<file path="config.mk">
export PLATFORM = sky130hd
export DESIGN_NAME = millis_to_gregorian_date_top
export DESIGN_NICKNAME = d
export VERILOG_FILES = /design/src/sv/mtgd_pkg.sv /design/src/sv/mtgd_div.sv /design/src/sv/millis_to_gregorian_date_top.sv
export SDC_FILE = /design/constraint.sdc
export NUM_CORES = 2
export LEC_CHECK = 0
export ABC_CLOCK_PERIOD_IN_PS = 13600
export BUFFER_PORTS_ARGS = -buffer_cell sky130_fd_sc_hd__buf_4
export CAP_MARGIN = 10
export CORE_MARGIN = 4
export CORE_UTILIZATION = 40
export DETAILED_ROUTE_END_ITERATION = 7
export GPL_TIMING_DRIVEN = 0
export HOLD_SLACK_MARGIN = 0.15
export PLACE_DENSITY = 0.66
export SYNTH_ARGS = -nofsm -noshare
export SYNTH_HDL_FRONTEND = slang
export SYNTH_SLANG_ARGS = --single-unit
</file>
<file path="constraint.sdc">
create_clock -name clk -period 13.6 [get_ports clk]
set_input_delay 1.36 -clock clk [delete_from_list [all_inputs] [get_ports clk]]
set_output_delay 1.36 -clock clk [all_outputs]
set_load 0.1 [all_outputs]
</file>
<file path="src/sv/mtgd_pkg.sv">
// ----------------------------------------------------------------------------
// mtgd_pkg: shared types and constants for the millisecond to date converter
// Divider request/response structs, per-step divisor, reciprocal, shift and
// byte count, and the month length table.
// ----------------------------------------------------------------------------
package mtgd_pkg;

	localparam int DATA_W  = 64;
	localparam int DIG_W   = 4;
	localparam int DVS_W   = 18;
	localparam int RCP_W   = 27;
	localparam int SHF_W   = 6;
	localparam int VAL_W   = DVS_W + 8;
	localparam int PROD_W  = VAL_W + RCP_W;
	localparam int YEAR_W  = 30;
	localparam int DOY_W   = 9;
	localparam int Q400_W  = 21;

	localparam logic [DVS_W-1:0] MS_PER_S   = DVS_W'(1000);
	localparam logic [DVS_W-1:0] S_PER_MIN  = DVS_W'(60);
	localparam logic [DVS_W-1:0] MIN_PER_H  = DVS_W'(60);
	localparam logic [DVS_W-1:0] H_PER_DAY  = DVS_W'(24);
	localparam logic [DVS_W-1:0] DAYS_400Y  = DVS_W'(400 * 365 + 100 - 4 + 1);
	localparam logic [DVS_W-1:0] DAYS_100Y  = DVS_W'(100 * 365 + 25 - 1);
	localparam logic [DVS_W-1:0] DAYS_4Y    = DVS_W'(4 * 365 + 1);
	localparam logic [DVS_W-1:0] DAYS_1Y    = DVS_W'(365);

	// Reciprocals ceil(2^s / d) with s = 2 * ceil(log2 d) + 8, exact for one byte step
	localparam logic [RCP_W-1:0] RCP_MS     = RCP_W'(268436);
	localparam logic [RCP_W-1:0] RCP_60     = RCP_W'(17477);
	localparam logic [RCP_W-1:0] RCP_HR     = RCP_W'(10923);
	localparam logic [RCP_W-1:0] RCP_400Y   = RCP_W'(120414424);
	localparam logic [RCP_W-1:0] RCP_100Y   = RCP_W'(30103812);
	localparam logic [RCP_W-1:0] RCP_4Y     = RCP_W'(734937);
	localparam logic [RCP_W-1:0] RCP_1Y     = RCP_W'(183860);

	// Division steps, in the order the sequencer runs them
	typedef enum logic [2:0] {
		STEP_MS, STEP_SEC, STEP_MIN, STEP_HR,
		STEP_400Y, STEP_100Y, STEP_4Y, STEP_1Y
	} step_t;

	typedef struct packed {
		logic              start;
		logic [DATA_W-1:0] dividend;
		logic [DVS_W-1:0]  divisor;
		logic [RCP_W-1:0]  recip;
		logic [SHF_W-1:0]  shift;
		logic [DIG_W-1:0]  ndig;
	} div_req_t;

	typedef struct packed {
		logic              done;
		logic [DATA_W-1:0] quot;
		logic [DVS_W-1:0]  rem;
	} div_rsp_t;

	function automatic logic [DVS_W-1:0] step_divisor(step_t s);
		logic [DVS_W-1:0] d;
		case (s)
			STEP_MS:   d = MS_PER_S;
			STEP_SEC:  d = S_PER_MIN;
			STEP_MIN:  d = MIN_PER_H;
			STEP_HR:   d = H_PER_DAY;
			STEP_400Y: d = DAYS_400Y;
			STEP_100Y: d = DAYS_100Y;
			STEP_4Y:   d = DAYS_4Y;
			STEP_1Y:   d = DAYS_1Y;
			default:   d = DAYS_1Y;
		endcase
		return d;
	endfunction

	function automatic logic [RCP_W-1:0] step_recip(step_t s);
		logic [RCP_W-1:0] r;
		case (s)
			STEP_MS:   r = RCP_MS;
			STEP_SEC:  r = RCP_60;
			STEP_MIN:  r = RCP_60;
			STEP_HR:   r = RCP_HR;
			STEP_400Y: r = RCP_400Y;
			STEP_100Y: r = RCP_100Y;
			STEP_4Y:   r = RCP_4Y;
			STEP_1Y:   r = RCP_1Y;
			default:   r = RCP_1Y;
		endcase
		return r;
	endfunction

	// Right shift that goes with each reciprocal
	function automatic logic [SHF_W-1:0] step_shift(step_t s);
		logic [SHF_W-1:0] n;
		case (s)
			STEP_MS:   n = SHF_W'(28);
			STEP_SEC:  n = SHF_W'(20);
			STEP_MIN:  n = SHF_W'(20);
			STEP_HR:   n = SHF_W'(18);
			STEP_400Y: n = SHF_W'(44);
			STEP_100Y: n = SHF_W'(40);
			STEP_4Y:   n = SHF_W'(30);
			STEP_1Y:   n = SHF_W'(26);
			default:   n = SHF_W'(26);
		endcase
		return n;
	endfunction

	// Bytes of dividend that can be nonzero at each step
	function automatic logic [DIG_W-1:0] step_ndig(step_t s);
		logic [DIG_W-1:0] n;
		case (s)
			STEP_MS:   n = DIG_W'(8);
			STEP_SEC:  n = DIG_W'(7);
			STEP_MIN:  n = DIG_W'(7);
			STEP_HR:   n = DIG_W'(6);
			STEP_400Y: n = DIG_W'(5);
			STEP_100Y: n = DIG_W'(3);
			STEP_4Y:   n = DIG_W'(2);
			STEP_1Y:   n = DIG_W'(2);
			default:   n = DIG_W'(8);
		endcase
		return n;
	endfunction

	// Month length, February without the leap day
	function automatic logic [4:0] month_days(logic [3:0] m);
		logic [4:0] d;
		case (m)
			4'd2:                      d = 5'd28;
			4'd4, 4'd6, 4'd9, 4'd11:   d = 5'd30;
			default:                   d = 5'd31;
		endcase
		return d;
	endfunction

endpackage

</file>
<file path="src/sv/mtgd_div.sv">
// ----------------------------------------------------------------------------
// mtgd_div: shared constant divider
// Long division a byte at a time: one shared multiplier forms each quotient
// byte from a reciprocal of the divisor, then the byte times the divisor for
// the remainder, each byte in the multiply, select, multiply back and subtract
// phases. Quotient and remainder hold after the done pulse until the next start.
// ----------------------------------------------------------------------------
module mtgd_div (
	input  logic               clk,
	input  logic               arst_n,
	input  mtgd_pkg::div_req_t req,
	output mtgd_pkg::div_rsp_t rsp
);
	import mtgd_pkg::*;

	typedef enum logic [2:0] {P_IDLE, P_MUL_Q, P_SEL_Q, P_MUL_R, P_SUB} phase_t;

	phase_t            phase_q;
	logic [DATA_W-1:0] a_q;
	logic [DVS_W-1:0]  r_q;
	logic [DVS_W-1:0]  dvs_q;
	logic [RCP_W-1:0]  rcp_q;
	logic [SHF_W-1:0]  shf_q;
	logic [DIG_W-1:0]  cnt_q;
	logic [7:0]        qd_q;
	logic [PROD_W-1:0] prod_q;
	logic              done_q;
	logic [6:0]        lsh;
	logic [VAL_W-1:0]  val;
	logic [VAL_W-1:0]  mul_a;
	logic [RCP_W-1:0]  mul_b;
	logic [PROD_W-1:0] prod;
	logic [PROD_W-1:0] prod_sh;
	logic [VAL_W-1:0]  rdiff;

	// Partial remainder with the next byte, shared multiplier and remainder subtract
	always_comb begin
		lsh     = 7'(DATA_W) - {req.ndig, 3'b000};
		val     = {r_q, a_q[DATA_W-1 -: 8]};
		mul_a   = (phase_q == P_MUL_R) ? VAL_W'(qd_q) : val;
		mul_b   = (phase_q == P_MUL_R) ? RCP_W'(dvs_q) : rcp_q;
		prod    = PROD_W'(mul_a) * PROD_W'(mul_b);
		prod_sh = prod_q >> shf_q;
		rdiff   = val - prod_q[VAL_W-1:0];
	end

	// Byte sequencer: multiply, pick quotient byte, multiply back, subtract
	always_ff @(posedge clk or negedge arst_n) begin
		if (!arst_n) begin
			phase_q <= P_IDLE;
			a_q     <= '0;
			r_q     <= '0;
			dvs_q   <= '0;
			rcp_q   <= '0;
			shf_q   <= '0;
			cnt_q   <= '0;
			qd_q    <= '0;
			prod_q  <= '0;
			done_q  <= 1'b0;
		end else begin
			done_q <= 1'b0;
			case (phase_q)
				P_IDLE: begin
					if (req.start) begin
						a_q     <= req.dividend << lsh;
						r_q     <= '0;
						dvs_q   <= req.divisor;
						rcp_q   <= req.recip;
						shf_q   <= req.shift;
						cnt_q   <= req.ndig;
						phase_q <= P_MUL_Q;
					end
				end
				P_MUL_Q: begin
					prod_q  <= prod;
					phase_q <= P_SEL_Q;
				end
				P_SEL_Q: begin
					qd_q    <= prod_sh[7:0];
					phase_q <= P_MUL_R;
				end
				P_MUL_R: begin
					prod_q  <= prod;
					phase_q <= P_SUB;
				end
				P_SUB: begin
					r_q   <= rdiff[DVS_W-1:0];
					a_q   <= {a_q[DATA_W-9:0], qd_q};
					cnt_q <= cnt_q - DIG_W'(1);
					if (cnt_q == DIG_W'(1)) begin
						done_q  <= 1'b1;
						phase_q <= P_IDLE;
					end else begin
						phase_q <= P_MUL_Q;
					end
				end
				default: begin
					phase_q <= P_IDLE;
				end
			endcase
		end
	end

	assign rsp.done = done_q;
	assign rsp.quot = a_q;
	assign rsp.rem  = r_q;

	a_rem_below_divisor: assert property (@(posedge clk) disable iff (!arst_n)
		done_q |-> r_q < dvs_q)
		else $error("divider remainder not below divisor");

	a_digit_fits: assert property (@(posedge clk) disable iff (!arst_n)
		phase_q == P_SEL_Q |-> prod_sh[PROD_W-1:8] == '0)
		else $error("quotient byte overflow");

	a_start_idle: assert property (@(posedge clk) disable iff (!arst_n)
		req.start |-> phase_q == P_IDLE)
		else $error("divider started while busy");

	a_done_one_cycle: assert property (@(posedge clk) disable iff (!arst_n)
		done_q |=> !done_q)
		else $error("divider done held more than one cycle");

endmodule

</file>
<file path="src/sv/millis_to_gregorian_date_top.sv">
// Each item runs through eight divisions (40 bytes of division in all), the year
// stage, the month walk and the load of the output register; that load waits while
// the output register holds a result that out_ready has not yet taken.
// One shared divider serves every step; a new item is taken only back in S_IDLE.
// A new item is taken while the previous result still waits in the output register.
// Reset (arst_n, asynchronous, active low) clears the sequencer and output valid.
// ----------------------------------------------------------------------------
// millis_to_gregorian_date_top: millisecond count to Gregorian date and time
// Sequences one shared divider through time-of-day and calendar-cycle
// divisions, then derives the year and walks the month table.
// ----------------------------------------------------------------------------
module millis_to_gregorian_date_top (
	input  logic                          clk,
	input  logic                          arst_n,
	input  logic                          in_valid,
	output logic                          in_ready,
	input  logic [63:0]                   time_ms,
	output logic                          out_valid,
	input  logic                          out_ready,
	output logic [mtgd_pkg::YEAR_W-1:0]   year,
	output logic [3:0]                    month,
	output logic [4:0]                    day,
	output logic [4:0]                    hour,
	output logic [5:0]                    minute,
	output logic [5:0]                    second,
	output logic [9:0]                    millisecond
);
	import mtgd_pkg::*;

	typedef enum logic [2:0] {S_IDLE, S_DIV, S_YEAR, S_MONTH, S_DONE} state_t;

	state_t              state_q;
	step_t               step_q;
	logic                start_q;
	logic [DATA_W-1:0]   dvd_q;
	logic [9:0]          ms_q;
	logic [5:0]          sec_q;
	logic [5:0]          min_q;
	logic [4:0]          hr_q;
	logic [Q400_W-1:0]   q400_q;
	logic [1:0]          q100_q;
	logic [4:0]          q4_q;
	logic [1:0]          q1_q;
	logic [DOY_W-1:0]    doy_q;
	logic [3:0]          mon_q;
	logic                leap_q;
	logic [YEAR_W-1:0]   year_q;
	logic                out_valid_q;

	div_req_t            div_req;
	div_rsp_t            div_rsp;
	logic                clamp_hit;
	logic [DVS_W-1:0]    rem_fix;
	logic [1:0]          q_fix;
	logic [4:0]          mlen;
	logic [YEAR_W-1:0]   year_sum;

	mtgd_div u_div (
		.clk    (clk),
		.arst_n (arst_n),
		.req    (div_req),
		.rsp    (div_rsp)
	);

	// Drive the divider from the current step
	always_comb begin
		div_req.start    = start_q;
		div_req.dividend = dvd_q;
		div_req.divisor  = step_divisor(step_q);
		div_req.recip    = step_recip(step_q);
		div_req.shift    = step_shift(step_q);
		div_req.ndig     = step_ndig(step_q);
	end

	// Clamp the last day of a long cycle back into cycle index three
	always_comb begin
		clamp_hit = div_rsp.quot[2:0] == 3'd4;
		rem_fix   = clamp_hit ? div_rsp.rem + step_divisor(step_q) : div_rsp.rem;
		q_fix     = clamp_hit ? 2'd3 : div_rsp.quot[1:0];
	end

	// Year from the cycle counts, 400 * q400 as shift-adds
	always_comb begin
		year_sum = (YEAR_W'(q400_q) << 8) + (YEAR_W'(q400_q) << 7)
			+ (YEAR_W'(q400_q) << 4) + YEAR_W'(q100_q) * YEAR_W'(100)
			+ (YEAR_W'(q4_q) << 2) + YEAR_W'(q1_q) + YEAR_W'(1);
	end

	// Length of the month under test, leap day added to February
	always_comb begin
		mlen = month_days(mon_q) + ((mon_q == 4'd2 && leap_q) ? 5'd1 : 5'd0);
	end

	// Sequencer and output register
	always_ff @(posedge clk or negedge arst_n) begin
		if (!arst_n) begin
			state_q     <= S_IDLE;
			step_q      <= STEP_MS;
			start_q     <= 1'b0;
			dvd_q       <= '0;
			ms_q        <= '0;
			sec_q       <= '0;
			min_q       <= '0;
			hr_q        <= '0;
			q400_q      <= '0;
			q100_q      <= '0;
			q4_q        <= '0;
			q1_q        <= '0;
			doy_q       <= '0;
			mon_q       <= '0;
			leap_q      <= 1'b0;
			year_q      <= '0;
			out_valid_q <= 1'b0;
			year        <= '0;
			month       <= '0;
			day         <= '0;
			hour        <= '0;
			minute      <= '0;
			second      <= '0;
			millisecond <= '0;
		end else begin
			start_q <= 1'b0;
			// Drop output valid after its transfer; S_DONE reloads it itself
			if (out_valid_q && out_ready && state_q != S_DONE) begin
				out_valid_q <= 1'b0;
			end
			case (state_q)
				S_IDLE: begin
					if (in_valid) begin
						dvd_q   <= time_ms;
						step_q  <= STEP_MS;
						start_q <= 1'b1;
						state_q <= S_DIV;
					end
				end
				S_DIV: begin
					if (div_rsp.done) begin
						case (step_q)
							STEP_MS: begin
								ms_q  <= div_rsp.rem[9:0];
								dvd_q <= div_rsp.quot;
							end
							STEP_SEC: begin
								sec_q <= div_rsp.rem[5:0];
								dvd_q <= div_rsp.quot;
							end
							STEP_MIN: begin
								min_q <= div_rsp.rem[5:0];
								dvd_q <= div_rsp.quot;
							end
							STEP_HR: begin
								hr_q  <= div_rsp.rem[4:0];
								dvd_q <= div_rsp.quot;
							end
							STEP_400Y: begin
								q400_q <= div_rsp.quot[Q400_W-1:0];
								dvd_q  <= DATA_W'(div_rsp.rem);
							end
							STEP_100Y: begin
								q100_q <= q_fix;
								dvd_q  <= DATA_W'(rem_fix);
							end
							STEP_4Y: begin
								q4_q  <= div_rsp.quot[4:0];
								dvd_q <= DATA_W'(div_rsp.rem);
							end
							STEP_1Y: begin
								q1_q  <= q_fix;
								doy_q <= rem_fix[DOY_W-1:0] + DOY_W'(1);
							end
							default: begin
								dvd_q <= div_rsp.quot;
							end
						endcase
						if (step_q == STEP_1Y) begin
							state_q <= S_YEAR;
						end else begin
							step_q  <= step_t'(step_q + 3'd1);
							start_q <= 1'b1;
						end
					end
				end
				S_YEAR: begin
					year_q  <= year_sum;
					leap_q  <= q1_q == 2'd3 && (q4_q != 5'd24 || q100_q == 2'd3);
					mon_q   <= 4'd1;
					state_q <= S_MONTH;
				end
				S_MONTH: begin
					// Stop when the day fits this month or December is reached
					if (doy_q <= DOY_W'(mlen) || mon_q == 4'd12) begin
						state_q <= S_DONE;
					end else begin
						doy_q <= doy_q - DOY_W'(mlen);
						mon_q <= mon_q + 4'd1;
					end
				end
				S_DONE: begin
					if (!out_valid_q || out_ready) begin
						year        <= year_q;
						month       <= mon_q;
						day         <= doy_q[4:0];
						hour        <= hr_q;
						minute      <= min_q;
						second      <= sec_q;
						millisecond <= ms_q;
						out_valid_q <= 1'b1;
						state_q     <= S_IDLE;
					end
				end
				default: begin
					state_q <= S_IDLE;
				end
			endcase
		end
	end

	assign in_ready  = state_q == S_IDLE;
	assign out_valid = out_valid_q;

	a_idle_no_done: assert property (@(posedge clk) disable iff (!arst_n)
		state_q == S_IDLE |-> !div_rsp.done)
		else $error("divider finished with no item in flight");

	a_accept_busy: assert property (@(posedge clk) disable iff (!arst_n)
		in_valid && in_ready |=> !in_ready && start_q)
		else $error("transfer in did not start the divider");

	a_last_step: assert property (@(posedge clk) disable iff (!arst_n)
		state_q == S_DIV && div_rsp.done && step_q == STEP_1Y |=> state_q == S_YEAR)
		else $error("sequencer missed the year stage");

	a_out_range: assert property (@(posedge clk) disable iff (!arst_n)
		out_valid |-> month != 4'd0 && month <= 4'd12 && day != 5'd0 && hour <= 5'd23)
		else $error("result field out of range");

endmodule
</file>
* Yosys cells after proc, flatten, opt, wreduce, memory -nomap -nowiden *
Memories as Yosys holds them, arrays and structs flattened. A register that Yosys moved wholly into a read port is not among the register bits.
Index checks and enable logic that the tools add are counted.

storage, ports and cells
  flip-flop bits (word level) = 441
  logic and storage cells = 177
  input bits = 68
  output and inout bits = 68
  memories = 5
  bits in read-only memories = 520

memory list
  name             depth  bits a word  rd ports  clocked after memory_dff  wr ports  RTL line         source
  (no name shown)  8      26           1         1                         0         mtgd_pkg.sv:76   case (s)
  (no name shown)  8      15           1         0                         0         mtgd_pkg.sv:60   case (s)
  (no name shown)  8      15           1         1                         0         mtgd_pkg.sv:60
  (no name shown)  8      5            1         1                         0         mtgd_pkg.sv:93   case (s)
  (no name shown)  8      4            1         0                         0         mtgd_pkg.sv:110  case (s)

cells by class
  $lt $le $gt $ge = 1
  reductions and logical operators = 38
  $mul = 2
  mux-type cells = 44
  shift operators = 2
  eq/ne operators = 36
  add/subtract/negate cells = 15

operators by type and width
  cell                                                             number
  64-bit case mux with 2 select lines                              2
  64-bit two-way mux                                               3
  64-bit case mux with 3 select lines                              1
  64-bit by 7-bit left shift with 64-bit output                    1
  26-bit by 27-bit multiplier with 53-bit output                   1
  53-bit by 6-bit >> shifter with 8-bit output                     1
  18-bit two-way mux                                               2
  18-bit case mux with 2 select lines                              1
  29-bit by 28-bit adder with 30-bit output                        1
  30-bit by 1-bit adder with 30-bit output, second input constant  1
  30-bit by 2-bit adder with 30-bit output                         1
  30-bit by 25-bit adder with 30-bit output                        1
  30-bit by 7-bit adder with 30-bit output                         1
  30-bit by 9-bit adder with 30-bit output                         1
  3-bit case mux with 5 select lines                               2
  27-bit two-way mux                                               1
  3-bit two-way mux                                                9
  9-bit two-way mux                                                3
  26-bit two-way mux                                               1
  3-bit AND reduction                                              8
  3-bit == test, second input constant                             7
  18-bit adder                                                     1
  3-bit by 2-bit == test with 1-bit output, second input constant  6
  9-bit case mux with 2 select lines                               1
  38 further kinds                                                 81

* Logic depth before layout (Yosys ltp) *
  depth in word-level cells = 8
  depth in mapped cells = 32
  depth with buffers taken out = 28

* By module *
From an unflattened synthesis, not the netlist that was laid out.

unflattened totals
  cells, all modules = 5457
  area, all modules = 49745.2 um^2

by module, submodules not included
  module                        instances  sequential area each (um^2)  area an instance (um^2)  cells an instance
  mtgd_div                      1          5054.8                       35641.7                  4029
  millis_to_gregorian_date_top  1          5980.7                       14103.5                  1428

* Least setup slack after synthesis *
Ideal clock, no wire load.

  path type = register -> register
  start point = register u_div.phase_q[0]
  end point = register u_div.prod_q[46]
  path buffers = 4
  data required time = 13.531 ns
  clock period less this slack = 7.627 ns
  arrival time = 7.558 ns
  setup time = 0.069 ns
  cell stages (with the launch flop) = 29
  setup slack = 5.973 ns
  cell sequence = dfrtp_1 -> clkbuf_1 -> nor2b_1 -> nand2_1 -> clkbuf_1 -> clkbuf_1 -> clkbuf_1 -> nand3_1 -> fa_1 -> inv_1 -> fa_1 -> inv_1 -> fa_1 -> fa_1 -> inv_1 -> fa_1 -> fa_1 -> inv_1 -> fa_1 -> inv_1 -> ha_1 -> nand2_1 -> nor3_1 -> a211oi_1 -> o32a_1 -> a31oi_1 -> a21oi_1 -> or4b_1 -> nand3_1

between the ends
  longest elaborated chain between the ends = 3
  elaborated cells between the ends (all ways) = 6
  those cells by class = mul: 1; eq/ne: 2; mux: 2; reduce/logical: 1

ends and longest elaborated chain
  element                                                          RTL line                                        source
  start, declared                                                  mtgd_div.sv:18                                  phase_t phase_q;
  start signal, assigned                                           mtgd_div.sv:50                                  phase_q <= P_IDLE;
  start signal, assigned                                           mtgd_div.sv:71                                  phase_q <= P_MUL_Q;
  start signal, assigned                                           mtgd_div.sv:76                                  phase_q <= P_SEL_Q;
  3-bit by 2-bit == test with 1-bit output                         mtgd_div.sv:40, mtgd_div.sv:41, mtgd_div.sv:62
  26-bit two-way mux / 27-bit two-way mux (equally long branches)  mtgd_div.sv:40, mtgd_div.sv:41
  26-bit by 27-bit multiplier with 53-bit output                   mtgd_div.sv:42                                  prod = PROD_W'(mul_a) * PROD_W'(mul_b);
  end signal, assigned                                             mtgd_div.sv:75                                  prod_q <= prod;
  end signal, assigned                                             mtgd_div.sv:83                                  prod_q <= prod;
  end, declared                                                    mtgd_div.sv:26                                  logic [PROD_W-1:0] prod_q;

Parallel ways exist; a longest one is shown, timed or not.
A chain may end at the register's enable or synchronous reset.

* Worst setup path in the final report *
  start point = register u_div.phase_q[0]
  end point = register u_div.prod_q[36]

The elaborated chain is that of the path after synthesis.

==> impl_metrics.csv <==
group,metric,value,unit
pwr,switchingPower,8.13,mW
sta,max_freq,93.2,MHz
detailed_routing,ant_nets,0,
floorplanning,pin_count,136,
worst_setup_path,reg2reg_to,"u_div.prod_q[36]",
status,run_status,"finished, final reports clean",
global_routing,grt_max_degree,121,
synth,ys_warn_count,0,
synth,ys_async_sr_fraction,1.00,
worst_setup_path,cp-endpoint,"u_div.prod_q[36]",
synth,yosys.area.top_type,"fa_1",
detailed_routing,drcViolationCount,0,
cts,clk_pin_slew,60,ps
hold_path,hold_path.class,"reg -> reg",
worst_setup_path,r2r_slack,2870,ps
cells_and_area,stdcell_area,52000,um^2
worst_setup_path,critical_path_arrival,11200,ps
worst_setup_path,max_stage_delay,940,ps
global_routing,antenna_found_initial,11,
placed_design,placed_area,50300,um^2
sta,finalSetupViolCount,0,
global_routing,grt_pass1_wl,273000,um
cells_and_area,layout-drive-gt1-share,0.0835,
sta,hold_viol,0,
cts,cts_tree,"yes",
worst_setup_path,crit_path_start,"u_div.phase_q[0]",
synth,synth_top_cell_area_share,0.252,
sta,final-max-slew-violation-count,0,
synth,syn_inst,5131,
synth,synth.distinct_cells,93,
pwr,p_leak,26.7,nW
placed_design,numPortBuffers,135,
floorplanning,die_y,352,um
run,maxCapViolations,0,
synth,synth_fp_nets,6135,
cts,cts_sinks,423,
floorplanning,start_util,0.405,
cells_and_area,layout_common_cells,"inv_1 (777), nand2_1 (633), fa_1 (594)",
floorplanning,dieArea,124000,um^2
sta,period_share,0.789,
worst_setup_path,critPathBufInv,8,
pwr,p_clk_frac,0.100,
worst_setup_path,reg2reg_from,"u_div.phase_q[0]",
pwr,internal-power,5.92,mW
sta,skew,23.5,ps
global_routing,grt_use_total,0.301,
sta,slew_headroom,0.0948,
worst_setup_path,startpoint_type,"flop",
pwr,power_frac_comb,0.747,
detailed_routing,dr.first_iter.drc_count,4678,
floorplanning,placementRows,125,
sta,period_minus_slack,10730,ps
detailed_routing,drtPass1Iterations,7,
pwr,pwr-share-seq,0.153,
cells_and_area,layout_commonest_cell,"inv_1",
cells_and_area,syn_to_final_growth,10.0,%
pwr,netSwitchingFraction,0.579,
cells_and_area,final_nets,6324,
synth,ys_ff_latch,423,
cts,cts_resized,0,
worst_setup_path,cp.depth,29,
worst_setup_path,path_class,"reg -> reg",
cts,htreeDepth,2,
sta,tightest_slew,1360,ps
cts,cts_max_path_buffers,3,
worst_setup_path,critical-path-top-delay-family,"adder cells",
detailed_routing,wl_per_cell,27.0,um
cts,cts_root_buffer,"clkbuf_16",
synth,synth.cell_area,47200,um^2
cts,cts_buffers,47,
global_routing,grt_pass1_vias,39700,
sta,tns,0,ps
cts,postCtsHoldBufs,0,
placed_design,hpwlAfterDp,152000,um
synth,synthFlopType,"dfrtp_1",
worst_setup_path,crit_slowest_cell,"nor2b_1",
floorplanning,core-area,117000,um^2
synth,synth_edf_count,0,
synth,syn_avg_cell_area,9.21,um^2
worst_setup_path,r2r_cells,29,
worst_setup_path,crit_path_end_kind,"flop",
detailed_routing,routed_wl,186000,um
global_routing,overflow,0,
pwr,peakVddDrop,0.000234,V
worst_setup_path,cp_common_cell,"fa_1",
pwr,p_per_area,270,nW/um^2
detailed_routing,via_per_inst,5.81,
floorplanning,die_x,352,um
hold_path,whs_path_depth,2,
sta,rsz0062_at_grt,"false",
worst_setup_path,required,14070,ps
cts,clk-insertion-delay-late,630,ps
cts,cts_setup_buffers,0,
synth,synth.area.top_cells,"fa_1 (25%), dfrtp_1 (22%), ha_1 (9.1%), inv_1 (6.2%), nand2_1 (5.0%)",
placed_design,place_congestion,1.01,
synth,yosysSeqAreaShare,0.224,
worst_setup_path,crit_fanout,10,
detailed_routing,vias,40000,
==> cell usage after synthesis, types with 14 or more instances <==
master    count
a211oi_1     43
a21o_1       59
a21oi_1     201
a221oi_1     16
a22oi_1      89
a31oi_1      42
and2_1       22
and3_1      289
buf_1        27
buf_2        25
clkbuf_1    258
dfrtp_1     423
fa_1        594
ha_1        342
inv_1       777
mux2_2      127
mux2i_1      84
mux4_2       30
nand2_1     633
nand2b_1     25
nand3_1      96
nand4_1      27
nor2_1      207
nor2b_1      21
nor3_1       49
o21a_1       16
o21ai_0     282
o21ai_1      18
o21bai_1     14
xnor2_1      59
xor2_1       49
==> tightest hold or removal path: cells and delay by family (launching register included) <==
family	cells	cell delay, ps
and+or+nand+nor	1	40
DFF	1	340
AOI/OAI and AO/OA	1	60
==> flip-flops by register name, indices dropped and copies added (netlist names), 10 cells and up <==
register	cells
dvd_q	64
u_div.a_q	64
u_div.prod_q	53
year	30
year_q	30
q400_q	21
u_div.r_q	18
u_div.rcp_q	17
u_div.dvs_q	13
millisecond	10
ms_q	10
==> cells by family after synthesis <==
| kind of cell | share of synthesized area |
|---|---|
| simple gates | 0.142 |
| buf+inv | 0.0880 |
| fa+ha+maj | 0.342 |
| compound gates | 0.121 |
| flops | 0.224 |
| mux | 0.0624 |
| xor+xnor | 0.0204 |
==> how the worst min path moves through the flow <==
stage,start,endpoint,slack (ps)
4_1_cts,year_q[6],year_q[6],480
3_5_place_dp,year_q[6],year_q[6],470
3_3_place_gp,year_q[9],year_q[9],460
2_1_floorplan,leap_q,leap_q,440
5_1_grt,year_q[18],year_q[18],500
6_report,year_q[12],year_q[12],480
==> cell type report <==
class	instances	area, um^2
inverters	782	2940
diodes	7	17.5
flip-flops and latches	423	10600
clock inverters	14	246
plain buffers	314	1220
clock buffers	69	1450
well taps	1524	1910
fillers	11400	64700
repair buffers	140	1120
multi-input cells	3612	32500
==> per-layer routing <==
layer,global-route usage,share of wire,routed length (um),vias to the layer above
met5,0,0.00013,25,-
met4,0.118,0.046,8560,2
met3,0.0778,0.11,20500,412
met2,0.450,0.43,79700,2141
met1,0.420,0.42,77500,20100
li1,-,-,-,17300
==> per-stage QoR <==
stage          utilization  power, mW  instances  setup WS (ps)  hold WS (ps)
2_1_floorplan            -       8.39       5131           5970           442
3_3_place_gp         0.430       12.3       6790           3180           463
3_5_place_dp         0.431       12.3       6795           3190           466
4_1_cts              0.445       13.9       6878           3130           479
5_1_grt              0.445       15.1       6878           2520           505
6_report             0.446       14.1       6885           2870           475
==> power groups by stage <==
stage | clock network [mW] | logic [mW] | registers (mW)
2_1_floorplan | 0 | 6.57 | 1.82
3_3_place_gp | 0 | 10.2 | 2.12
3_5_place_dp | 0 | 10.2 | 2.12
4_1_cts | 1.42 | 10.4 | 2.10
5_1_grt | 1.48 | 11.5 | 2.14
6_report | 1.41 | 10.5 | 2.14
No activity file was read; power rests on OpenSTA's default activity.
